[src/rtl/core/bsld_pkg.sv]
package bsld_pkg;

    typedef enum logic [1:0] {
        PH_BOOT      = 2'd0,
        PH_OFF       = 2'd1,
        PH_WAIT_LONG = 2'd2,
        PH_WAIT_OFF  = 2'd3
    } t_phase;

    typedef enum logic [1:0] {
        EV_NONE  = 2'd0,
        EV_OFF   = 2'd1,
        EV_SHORT = 2'd2,
        EV_LONG  = 2'd3
    } t_event;

    typedef enum logic [1:0] {
        CFG_ENABLED        = 2'd0,
        CFG_ACTIVE_LOW     = 2'd1,
        CFG_LONG_PUSH_MS   = 2'd2,
        CFG_DEBOUNCE_POLLS = 2'd3
    } t_cfg_idx;

    localparam int unsigned CFG_DATA_W = 16;
    localparam int unsigned HELD_W     = 16;
    localparam int unsigned DEBOUNCE_W = 8;

    localparam logic [HELD_W-1:0]     LONG_PUSH_MS_RST   = 16'd2000;
    localparam logic [DEBOUNCE_W-1:0] DEBOUNCE_POLLS_RST = 8'd5;
    localparam logic [HELD_W-1:0]     HELD_MAX           = 16'hFFFF;

    typedef struct packed {
        logic pin_level;
        logic ms_tick;
    } t_in_item;

    typedef struct packed {
        t_event button_event;
        t_phase detector_state;
    } t_out_item;

endpackage

[src/rtl/core/bsld_in_if.sv]
interface bsld_in_if import bsld_pkg::*; ();
    logic     valid;
    logic     ready;
    t_in_item payload;

    modport source (output valid, output payload, input ready);
    modport sink   (input valid, input payload, output ready);
endinterface

[src/rtl/core/bsld_out_if.sv]
interface bsld_out_if import bsld_pkg::*; ();
    logic      valid;
    logic      ready;
    t_out_item payload;

    modport source (output valid, output payload, input ready);
    modport sink   (input valid, input payload, output ready);
endinterface

[src/rtl/core/button_short_long_press_detector_top.sv]
// Channel   Dir  Handshake      Payload
// i_req     in   valid/ready    pin_level, ms_tick
// o_rsp     out  valid/ready    button_event, detector_state
// i_cfg_*   in   write enable   index 0..3, 16-bit data
//
// One request per cycle while o_rsp takes results; its result appears in the cycle after
// acceptance, from the single result register after the phase update logic.
// i_req.ready is high while the result register is empty or being taken, so a
// stalled o_rsp holds one result and stops further requests.
// Synchronous active-low reset: phase boot, counters zero, config registers to defaults.
module button_short_long_press_detector_top import bsld_pkg::*; (
    input  logic                  i_clk,
    input  logic                  i_rst_n,
    bsld_in_if.sink               i_req,
    bsld_out_if.source            o_rsp,
    input  logic                  i_cfg_we,
    input  t_cfg_idx              i_cfg_idx,
    input  logic [CFG_DATA_W-1:0] i_cfg_wdata
);

    logic                  r_enabled;
    logic                  r_active_low;
    logic [HELD_W-1:0]     r_long_push_ms;
    logic [DEBOUNCE_W-1:0] r_debounce_polls;

    t_phase                r_phase;
    t_phase                n_phase;
    logic [DEBOUNCE_W-1:0] r_debounce_left;
    logic [DEBOUNCE_W-1:0] n_debounce_left;
    logic [HELD_W-1:0]     r_held_ms;
    logic [HELD_W-1:0]     n_held_ms;
    t_event                n_event;

    logic                  r_out_valid;
    t_out_item             r_out;

    logic                  accept;
    logic                  active;
    logic [HELD_W-1:0]     held_inc;

    assign i_req.ready   = !r_out_valid || o_rsp.ready;
    assign accept        = i_req.valid && i_req.ready;
    assign o_rsp.valid   = r_out_valid;
    assign o_rsp.payload = r_out;

    assign active   = i_req.payload.pin_level ^ r_active_low;
    assign held_inc = (i_req.payload.ms_tick && (r_held_ms != HELD_MAX)) ?
                      r_held_ms + HELD_W'(1) : r_held_ms;

    always_comb begin
        n_phase         = r_phase;
        n_debounce_left = r_debounce_left;
        n_held_ms       = r_held_ms;
        n_event         = EV_NONE;
        unique case (r_phase)
            PH_BOOT: begin
                if (r_enabled) begin
                    n_phase         = PH_OFF;
                    n_debounce_left = r_debounce_polls;
                    n_event         = EV_OFF;
                end
            end
            PH_OFF: begin
                if (active) begin
                    // zero and one both accept on this poll
                    if (r_debounce_left <= DEBOUNCE_W'(1)) begin
                        n_debounce_left = '0;
                        n_held_ms       = '0;
                        n_phase         = PH_WAIT_LONG;
                    end else begin
                        n_debounce_left = r_debounce_left - DEBOUNCE_W'(1);
                    end
                end else begin
                    n_debounce_left = r_debounce_polls;
                end
            end
            PH_WAIT_LONG: begin
                n_held_ms = held_inc;
                priority if (!active) begin
                    n_event = EV_SHORT;
                    n_phase = PH_WAIT_OFF;
                end else if (held_inc >= r_long_push_ms) begin
                    n_event = EV_LONG;
                    n_phase = PH_WAIT_OFF;
                end
            end
            PH_WAIT_OFF: begin
                if (!active) begin
                    n_phase         = PH_OFF;
                    n_debounce_left = r_debounce_polls;
                    n_event         = EV_OFF;
                end
            end
            default: begin
                n_phase = PH_BOOT;
            end
        endcase
    end

    always_ff @(posedge i_clk) begin
        if (!i_rst_n) begin
            r_enabled        <= 1'b0;
            r_active_low     <= 1'b0;
            r_long_push_ms   <= LONG_PUSH_MS_RST;
            r_debounce_polls <= DEBOUNCE_POLLS_RST;
        end else if (i_cfg_we) begin
            unique case (i_cfg_idx)
                CFG_ENABLED:        r_enabled        <= i_cfg_wdata[0];
                CFG_ACTIVE_LOW:     r_active_low     <= i_cfg_wdata[0];
                CFG_LONG_PUSH_MS:   r_long_push_ms   <= i_cfg_wdata[HELD_W-1:0];
                CFG_DEBOUNCE_POLLS: r_debounce_polls <= i_cfg_wdata[DEBOUNCE_W-1:0];
                default: ;
            endcase
        end
    end

    always_ff @(posedge i_clk) begin
        if (!i_rst_n) begin
            r_phase         <= PH_BOOT;
            r_debounce_left <= '0;
            r_held_ms       <= '0;
        end else begin
            if (accept) begin
                r_phase         <= n_phase;
                r_debounce_left <= n_debounce_left;
                r_held_ms       <= n_held_ms;
            end
            // disable wins over any step in the same cycle
            if (i_cfg_we && (i_cfg_idx == CFG_ENABLED) && !i_cfg_wdata[0]) begin
                r_phase <= PH_BOOT;
            end
        end
    end

    always_ff @(posedge i_clk) begin
        if (!i_rst_n) begin
            r_out_valid <= 1'b0;
        end else if (accept) begin
            r_out_valid <= 1'b1;
        end else if (o_rsp.ready) begin
            r_out_valid <= 1'b0;
        end
    end

    always_ff @(posedge i_clk) begin
        if (accept) begin
            r_out.button_event   <= n_event;
            r_out.detector_state <= n_phase;
        end
    end

    a_run_needs_enable: assert property (@(posedge i_clk) disable iff (!i_rst_n)
        (r_phase != PH_BOOT) |-> r_enabled)
        else $error("phase left boot while disabled");

    a_wait_long_count_clear: assert property (@(posedge i_clk) disable iff (!i_rst_n)
        (r_phase == PH_WAIT_LONG) |-> (r_debounce_left == '0))
        else $error("debounce count not cleared in wait-long");

    a_press_ends_wait: assert property (@(posedge i_clk) disable iff (!i_rst_n)
        (r_out_valid && ((r_out.button_event == EV_LONG) ||
                         (r_out.button_event == EV_SHORT)))
        |-> (r_out.detector_state == PH_WAIT_OFF))
        else $error("press reported outside wait-for-off");

    a_accept_gives_result: assert property (@(posedge i_clk) disable iff (!i_rst_n)
        accept |=> r_out_valid)
        else $error("accepted request produced no result");

    a_off_event_state: assert property (@(posedge i_clk) disable iff (!i_rst_n)
        (r_out_valid && (r_out.button_event == EV_OFF))
        |-> (r_out.detector_state == PH_OFF))
        else $error("off event without off state");

endmodule

[src/flat_wrapper.sv]
// flat-port wrapper written by rule: the top's interface ports become plain ports
module button_short_long_press_detector_top_flat import bsld_pkg::*;
  (i_clk, i_rst_n, i_cfg_we, i_cfg_idx, i_cfg_wdata, i_req_valid, i_req_payload, i_req_ready, o_rsp_valid, o_rsp_payload, o_rsp_ready);
  bsld_in_if i_req_i ();
  bsld_out_if o_rsp_i ();
  input  logic i_clk;
  input  logic i_rst_n;
  input  logic i_cfg_we;
  input  t_cfg_idx i_cfg_idx;
  input  logic [CFG_DATA_W-1:0] i_cfg_wdata;
  input wire logic [$bits(i_req_i.valid)-1:0] i_req_valid;
  input wire logic [$bits(i_req_i.payload)-1:0] i_req_payload;
  output wire logic [$bits(i_req_i.ready)-1:0] i_req_ready;
  output wire logic [$bits(o_rsp_i.valid)-1:0] o_rsp_valid;
  output wire logic [$bits(o_rsp_i.payload)-1:0] o_rsp_payload;
  input wire logic [$bits(o_rsp_i.ready)-1:0] o_rsp_ready;
  assign i_req_i.valid = i_req_valid;
  assign i_req_i.payload = i_req_payload;
  assign i_req_ready = i_req_i.ready;
  assign o_rsp_valid = o_rsp_i.valid;
  assign o_rsp_payload = o_rsp_i.payload;
  assign o_rsp_i.ready = o_rsp_ready;
  button_short_long_press_detector_top u_core (.i_clk(i_clk), .i_rst_n(i_rst_n), .i_req(i_req_i), .o_rsp(o_rsp_i), .i_cfg_we(i_cfg_we), .i_cfg_idx(i_cfg_idx), .i_cfg_wdata(i_cfg_wdata));
endmodule
[config.mk]
export PLATFORM = sky130hd
export DESIGN_NAME = button_short_long_press_detector_top_flat
export DESIGN_NICKNAME = d
export VERILOG_FILES = /design/src/rtl/core/bsld_pkg.sv /design/src/rtl/core/bsld_in_if.sv /design/src/rtl/core/bsld_out_if.sv /design/src/rtl/core/button_short_long_press_detector_top.sv /design/src/flat_wrapper.sv
export SDC_FILE = /design/constraint.sdc
export NUM_CORES = 1
export LEC_CHECK = 0
export ABC_AREA = 1
export BUFFER_PORTS_ARGS = -buffer_cell sky130_fd_sc_hd__clkbuf_2
export CELL_PAD_IN_SITES_DETAIL_PLACEMENT = 0
export CELL_PAD_IN_SITES_GLOBAL_PLACEMENT = 1
export CORE_AREA = 2 2 83 100
export DETAILED_ROUTE_END_ITERATION = 12
export DIE_AREA = 0 0 85 102
export PLACE_DENSITY_LB_ADDON = 0.08
export SETUP_SLACK_MARGIN = 0.4
export SYNTH_ARGS = -nofsm -noshare
export SYNTH_HDL_FRONTEND = slang
export SYNTH_SLANG_ARGS = --single-unit
[constraint.sdc]
create_clock -name i_clk -period 4.3 [get_ports i_clk]
set_clock_uncertainty 0.05 [all_clocks]
set_input_delay 1.29 -clock i_clk [delete_from_list [all_inputs] [get_ports i_clk]]
set_output_delay 1.29 -clock i_clk [all_outputs]
set_load 0.005 [all_outputs]
==> flow_summary.json <==
{
  "fin_util": 0.517,
  "ctsHoldBuffers": 0,
  "status": "complete, no violations",
  "wirelength_mm": 8.33,
  "viasPerCell": 5.07,
  "via_count": 3166,
  "synthTopCellsByArea": "dfxtp_1 (30%), nand2_1 (11%), ha_1 (9.2%), inv_1 (7.0%), a21oi_1 (5.5%)",
  "crit_path_start_kind": "flip-flop",
  "hpwl_mm": 6.28,
  "syn_area_mm2": 0.00353,
  "syn-instance-count": 498,
  "leakagePower_nw": 1.78,
  "cp.required_ns": 4.37,
  "area_delta_synth_final_pct": 12.2,
  "cp_slowest_cell": "dfxtp_1",
  "start_util": 0.461,
  "track_usage": 0.206,
  "postCtsResizedCells": 0,
  "cp_slowest_stage_delay_ns": 0.43,
  "cts.clk_slew.worst_paths_ns": 0.07,
  "io_pins": 31,
  "antenna_left": 0,
  "synth_nets": 549,
  "crit_type": "reg2reg",
  "drv_slew": 0,
  "die_x_um": 85,
  "peakVddDrop_v": 0.000200,
  "design_area_mm2": 0.00396,
  "seq_area_frac_synth": 0.335,
  "critPathBufInv": 4,
  "hold_viol": 0,
  "antennaDiodeCount": 0,
  "finalPower_mw": 1.38,
  "endpoint": "u_core.o_rsp.payload[0]",
  "finalCriticalPeriod_ns": 3.12,
  "r2r_end": "u_core.o_rsp.payload[0]",
  "slew_headroom": 0.587,
  "cts_tree": "done",
  "tightest_slew_ns": 0.619,
  "worstPathMaxFanout": 30,
  "cts_max_level": 3,
  "crit_chain": "ha_1, inv_1, nor2_2, nand4_2, nand2_4, inv_4, o21ai_0, inv_1, ha_1, a21oi_1, o21ai_0, a21oi_1, nand2_1, nand2_1, nand3_1, nand2_1, inv_1",
  "period_share": 0.726,
  "synth_warnings": 0,
  "reg2reg_depth": 17,
  "yosysUniqueCellTypes": 41,
  "setup_viol": 0,
  "regToRegSetupSlack_ns": 1.18,
  "drive_gt1_frac": 0.162,
  "setup_tns_ns": 0,
  "yosys.area.top_type_share": 0.301,
  "crit_arrival_ns": 3.19,
  "cts_buffers": 9,
  "final_nets": 578,
  "grt_pass1_wl_mm": 14.1,
  "hp-class": "reg2reg",
  "rsz0062_at_grt": "no",
  "wire_per_inst_um": 13.4,
  "cts.sinks": 57,
  "drt_iter0_drc": 142,
  "portBuffers": 30,
  "placed_area_mm2": 0.00374,
  "clock_latency_ns": 0.36,
  "grt_max_degree": 35,
  "gp_congestion": 0.858,
  "maxCapViolCount": 0,
  "drtPass1Iterations": 4,
  "cts-root-buf": "clkbuf_8",
  "drt_drc_violations_left": 0,
  "critPathLaunch": "u_core.r_held_ms[0]",
  "rows": 35,
  "timing.fmax_ghz": 0.321,
  "die-area_mm2": 0.00867,
  "antenna_found_initial": 0,
  "grt_pass1_vias": 2978,
  "yosys.area.top_type": "dfxtp_1",
  "worst_slack_ns": 1.18,
  "cp-end-kind": "flip-flop",
  "power.density_mw_per_mm2": 347,
  "reg2reg_from": "u_core.r_held_ms[0]",
  "syn_avg_cell_area_um2": 7.09,
  "grt_overflow": 0,
  "core_mm2": 0.00766,
  "critPathTopFamily": "simple AND/OR/NAND/NOR gates",
  "ys_ff_latch": 57,
  "post_cts_buffers": 0,
  "place_ws_ns": 0.865,
  "cts_max_path_buffers": 2,
  "cp.depth": 17,
  "die_h_um": 102
}
==> sequential cells by signal, indices dropped and copies added (netlist names) <==
| register | cells |
|---|---|
| u_core.r_enabled | 1 |
| u_core.r_phase | 2 |
| u_core.r_debounce_polls | 8 |
| u_core.r_debounce_left | 8 |
| u_core.r_held_ms | 16 |
| u_core.o_rsp.payload | 4 |
| u_core.r_active_low | 1 |
| u_core.r_long_push_ms | 16 |
| u_core.o_rsp.valid | 1 |
==> logic make-up after synthesis <==
kind of cell               synth area share
AOI/OAI and AO/OA                     0.181
xor gates and xnor gates             0.0447
adders and majority gates            0.0922
buffers and inverters                 0.106
DFF                                   0.335
and+or+nand+nor                       0.241
==> how the worst min path moves through the flow <==
stage | cells after the start | from | slack (ns) | to
CTS | 2 | u_core.r_long_push_ms[3] | 0.42 | u_core.r_long_push_ms[3]
global route | 2 | u_core.r_long_push_ms[3] | 0.44 | u_core.r_long_push_ms[3]
detailed placement | 2 | u_core.r_long_push_ms[3] | 0.41 | u_core.r_long_push_ms[3]
global placement | 2 | u_core.r_long_push_ms[5] | 0.40 | u_core.r_long_push_ms[5]
finish | 2 | u_core.r_long_push_ms[14] | 0.41 | u_core.r_long_push_ms[14]
floorplan | 2 | u_core.r_debounce_polls[0] | 0.38 | u_core.r_debounce_polls[0]
==> where the power goes <==
group | switching, mW | internal, mW | total [mW] | leakage [nW]
Clock | 0.245 | 0.319 | 0.564 | 0.103
Sequential | 0.0160 | 0.563 | 0.579 | 0.473
Combinational | 0.147 | 0.0852 | 0.232 | 1.21
==> synthesized netlist by cell type, drive strengths merged <==
| cell type | number |
|---|---|
| nor3 | 9 |
| a21oi | 44 |
| nand3b | 1 |
| o21ai | 42 |
| nor2 | 43 |
| nand4 | 7 |
| or2 | 2 |
| o22ai | 1 |
| clkinv | 1 |
| o211ai | 10 |
| a31o | 1 |
| o21bai | 1 |
| nand3 | 21 |
| a221oi | 4 |
| xor2 | 16 |
| ha | 26 |
| o21a | 1 |
| edfxtp | 4 |
| buf | 4 |
| a211oi | 2 |
| inv | 77 |
| xnor2 | 2 |
| nand2 | 113 |
| a31oi | 1 |
| clkbuf | 11 |
| a21boi | 1 |
| dfxtp | 53 |
==> tightest hold or removal path: cells and delay by family, from the launching register on <==
family                 cells  cell delay [ns]
DFF                        1             0.30
buffers and inverters      1             0.06
AOI/OAI and AO/OA          1             0.06
==> stage by stage <==
stage / std cells / hold WS, ns
6_report: 624 / 0.412
5_1_grt: 624 / 0.440
4_1_cts: 624 / 0.417
3_5_place_dp: 608 / 0.407
3_3_place_gp: 608 / 0.398
2_1_floorplan: 498 / 0.379
==> layout make-up <==
type	count	area [µm²]
Sequential cell	57	1180
Clock buffer	11	163
Inverter	78	295
Fill cell	801	3700
Multi-Input combinational cell	348	1970
Tap cell	92	115
Clock inverter	5	61.3
Timing Repair Buffer	33	173
==> per-layer routing <==
layer,routed length (µm),global-route usage,vias to the layer above
met5,0,0,-
met4,286,0.109,0
met3,222,0.0315,18
met2,4090,0.358,38
met1,3730,0.246,1435
li1,-,-,1675
==> cells in the final DEF, fill, tap and decap left out, types with 2 or more instances in the layout <==
cell type	count
inv_2	10
nor3_1	8
xor2_1	16
clkinvlp_4	3
a221oi_1	4
or2_2	2
a21oi_2	5
nand3_1	21
dfxtp_1	53
nand2_2	6
o21ai_1	2
xnor2_1	2
o211ai_1	10
clkbuf_8	10
a211oi_1	2
o21ai_0	34
a21oi_1	39
buf_4	3
inv_1	66
nand4_2	2
ha_1	26
nand4_1	5
edfxtp_1	4
o21ai_2	6
nand2_1	106
nor2_1	41
clkbuf_2	30
Power figures use the tool's default switching activity.
